==> src/hdl/acbc_key_ram.sv <==
// Round-key store: synchronous single-port write, one registered read port.
// Uses nothing from acbc_pkg.
module acbc_key_ram #(
   parameter int Depth = 30
) (
   input  logic                      clock,
   input  logic                      wr_en,
   input  logic [$clog2(Depth)-1:0]  wr_addr,
   input  logic [63:0]               wr_data,
   input  logic [$clog2(Depth)-1:0]  rd_addr,
   output logic [63:0]               rd_data
);
   logic [63:0] mem [Depth];

   always_ff @(posedge clock) begin
      if (wr_en) mem[wr_addr] <= wr_data;
      rd_data <= mem[rd_addr];
   end
endmodule
==> config.mk <==
export PLATFORM = sky130hd
export DESIGN_NAME = acbc_key_ram
export DESIGN_NICKNAME = d
export VERILOG_FILES = /design/src/hdl/acbc_key_ram.sv
export SDC_FILE = /design/constraint.sdc
export NUM_CORES = 2
export LEC_CHECK = 0
export ABC_CLOCK_PERIOD_IN_PS = 7000
export BUFFER_PORTS_ARGS = -buffer_cell sky130_fd_sc_hd__buf_2
export CAP_MARGIN = 40
export CORE_AREA = 4 4 374 376
export DETAILED_ROUTE_END_ITERATION = 6
export DIE_AREA = 0 0 378 380
export GPL_ROUTABILITY_DRIVEN = 0
export GPL_TIMING_DRIVEN = 1
export PLACE_DENSITY = 0.75
export SYNTH_ARGS = -nofsm -noshare
export SYNTH_HDL_FRONTEND = slang
export SYNTH_SLANG_ARGS = --single-unit
==> constraint.sdc <==
create_clock -name clock -period 7 [get_ports clock]
set_input_delay 0.35 -clock clock [delete_from_list [all_inputs] [get_ports clock]]
set_output_delay 0.35 -clock clock [all_outputs]
set_load 0.1 [all_outputs]
==> impl_metrics.ini <==
[run_status]
status = complete, no violations

[placed_design]
dp.final_hpwl_microns = 94400
dpl_cell_area_sq_um = 78300
portBuffers = 139
dp.cells = 5486

[setup_path]
cpMostUsedCell = buf_4
worstSetupStartpointType = primary input
cp_top_family = buffers and inverters
crit_end = rd_data[24]
crit_type = in -> reg
r2r_end = rd_data[56]
required_ns = 7.69
cpMaxStageDelayCell = and2_1
reg2reg_depth = 4
worst-path-stages = 6
timing.rr.start = mem[16][56]
slowest_delay_ns = 0.62
worstPathCellList = clkbuf_8, buf_4, and2_1, buf_4, a22oi_1, a311o_1
cp_max_fo = 68
r2r_slack_ns = 5.30
crit_buf_inv = 3
cp-end-kind = flip-flop
cp.arrival_ns = 3.17
crit_start = rd_addr[1]

[route]
wirelength_microns = 177000
wl_per_cell_microns = 30.1
drc = 0
drtIter0Drc = 4890
wl_met1_microns = 67900
vias_per_cell = 6.38
wl_met3_microns = 16300
final_antenna_net_count = 0
first_pass_iters = 6
highest_layer = met5
wl_met2_microns = 86300
vias = 37632

[finish]
fin_cells = 5896
utilization_pct = 62.1
seqCellArea_sq_um = 58900
nNetsFinal = 4006
design_area_sq_um = 85000
fillers = 9048
drive_above_1_share_pct = 21.9
syn2layout_area_growth_pct = 13.5
final_cell_mix = 1920 x edfxtp_1, 396 x mux2i_1, 239 x mux4_2, 193 x clkbuf_16, 148 x a22oi_1
final_common_cell = edfxtp_1
multi_input_area_sq_um = 15100

[die]
start_util_pct = 54.7
die_width_microns = 378
die-area_sq_um = 144000
die_y_microns = 380
core-area_sq_um = 137000
fp-row-count = 136
io_pins = 140

[power_and_ir_drop]
switching_share_pct = 21.9
fin_total_pwr_w = 0.0248
p_per_area_nw_per_um2 = 292
p_sw_w = 0.00543
pwr-share-clk_pct = 40.4
p_comb_share_pct = 6.1
vdd.ir_drop.worst_mv = 0.245
seqPwrFrac_pct = 53.5
p_int_w = 0.0194
leakage_nw = 28.0

[timing]
drv_slew = 0
rsz0062_at_grt = false
tns_ns = 0
skew_ns = 0.0239
slew_headroom_pct = 37.7
fin_crit_ns = 2.48
fin_crit_sh_pct = 35.5
hold_viol = 0
tightest_slew_ns = 0.933
setup_violations = 0
max_freq_mhz = 403

[hold_path]
min_delay_path_depth = 1
hp-class = in -> reg

[clock_network]
htreeDepth = 4
cts-buffers-inserted = 187
cts-root-buf = clkbuf_16
clk_pin_slew_ns = 0.06
clk_latency_ns = 0.81
cts_resized = 0
holdBufCountCts = 49
post_cts_buffers = 0
clock-sinks = 1984
clockBufferDepth = 3
cts_tree = done

[global_routing]
grt_antenna_before_repair = 12
grt_pass1_vias = 37667
grt_max_degree = 127
grt_pass1_wl_microns = 258000
grtUsageTotal_pct = 24.7
grt_overflow_total = 0

[yosys]
synth_edf_count = 1920
synth_cells = 3649
yosysSeqAreaShare_pct = 78.7
synth_seq_cells = 1984
syn_nets = 3725
yosysUniqueCellTypes = 41
async_flop_share_pct = 0
ys_warn_count = 0
syn-cell-area_sq_um = 74900
avgSynthCellArea_sq_um = 20.5
synthFlopType = edfxtp_1

[run]
cap_violations = 0
[cells by family after synthesis]
family                 after synthesis  synth area share [%]
DFF                               1984                  78.7
muxes                              719                  13.7
AOI/OAI and AO/OA                  380                  3.60
and+or+nand+nor                    363                  2.36
buffers and inverters              203                  1.55
[registers in the layout, summed over array words and instances (netlist names)]
register and count:
rd_data 64, mem 1920
[stage by stage]
stage / setup slack, ns / hold slack, ns
after detailed placement: 3.74 / 0.596
after floorplan: 2.83 / 0.449
after global placement: 3.45 / 0.581
final: 4.52 / 0.0450
after global routing: 4.42 / 0.0407
after CTS: 4.61 / 0.000600
[power by group through the flow]
| stage | clock network [W] | registers (W) | logic [W] |
|---|---|---|---|
| after floorplan | 0 | 0.0139 | 0.000630 |
| after global placement | 0 | 0.0135 | 0.00143 |
| after detailed placement | 0 | 0.0135 | 0.00147 |
| after CTS | 0.0101 | 0.0133 | 0.00150 |
| after global routing | 0.0107 | 0.0133 | 0.00158 |
| final | 0.0100 | 0.0133 | 0.00150 |
[area by class of cell]
type | instances | share of cell area, %
repair buffers | 295 | 3.00
flip-flops and latches | 1984 | 69.3
clock inverters | 87 | 0.988
well taps | 1794 | 2.64
clock buffers | 265 | 6.25
diodes | 9 | 0.0265
multi-input cells | 1462 | 17.8
[synth_stat cells (all sizes together) (4+ instances only)]
library cell | instances | share of area, %
dfxtp | 64 | 1.7
clkbuf | 74 | 0.38
a22oi | 148 | 1.5
a22o | 25 | 0.29
a211oi | 19 | 0.19
nor2 | 87 | 0.44
nand2b | 4 | 0.033
mux2 | 84 | 1.3
a21o | 9 | 0.090
edfxtp | 1920 | 77
o22ai | 52 | 0.43
nand3 | 35 | 0.23
buf | 129 | 1.2
nand4 | 11 | 0.092
nor2b | 24 | 0.20
o21ai | 47 | 0.31
a311o | 25 | 0.33
mux2i | 396 | 5.3
o32ai | 19 | 0.22
mux4 | 239 | 7.2
nand3b | 8 | 0.080
a21oi | 36 | 0.24
nor4 | 44 | 0.38
nor3 | 9 | 0.060
or3b | 4 | 0.047
nand2 | 120 | 0.60
[worst min-delay path by stage]
stage,from,to,slack (ns)
5_1_grt,wr_data[63],mem[18][63],0.04
6_report,wr_data[2],mem[19][2],0.04
2_1_floorplan,wr_data[0],mem[0][0],0.45
3_3_place_gp,mem[2][8],rd_data[8],0.58
4_1_cts,wr_data[1],mem[9][1],0.0006
3_5_place_dp,mem[2][23],rd_data[23],0.60
[routing by layer]
metal  up-vias  track usage, %
met5         -               0
met4         4            9.09
met3       404            5.19
met2      2119            39.4
met1     19471            34.1
li1      15634               -
Power figures use the tool's default switching activity.
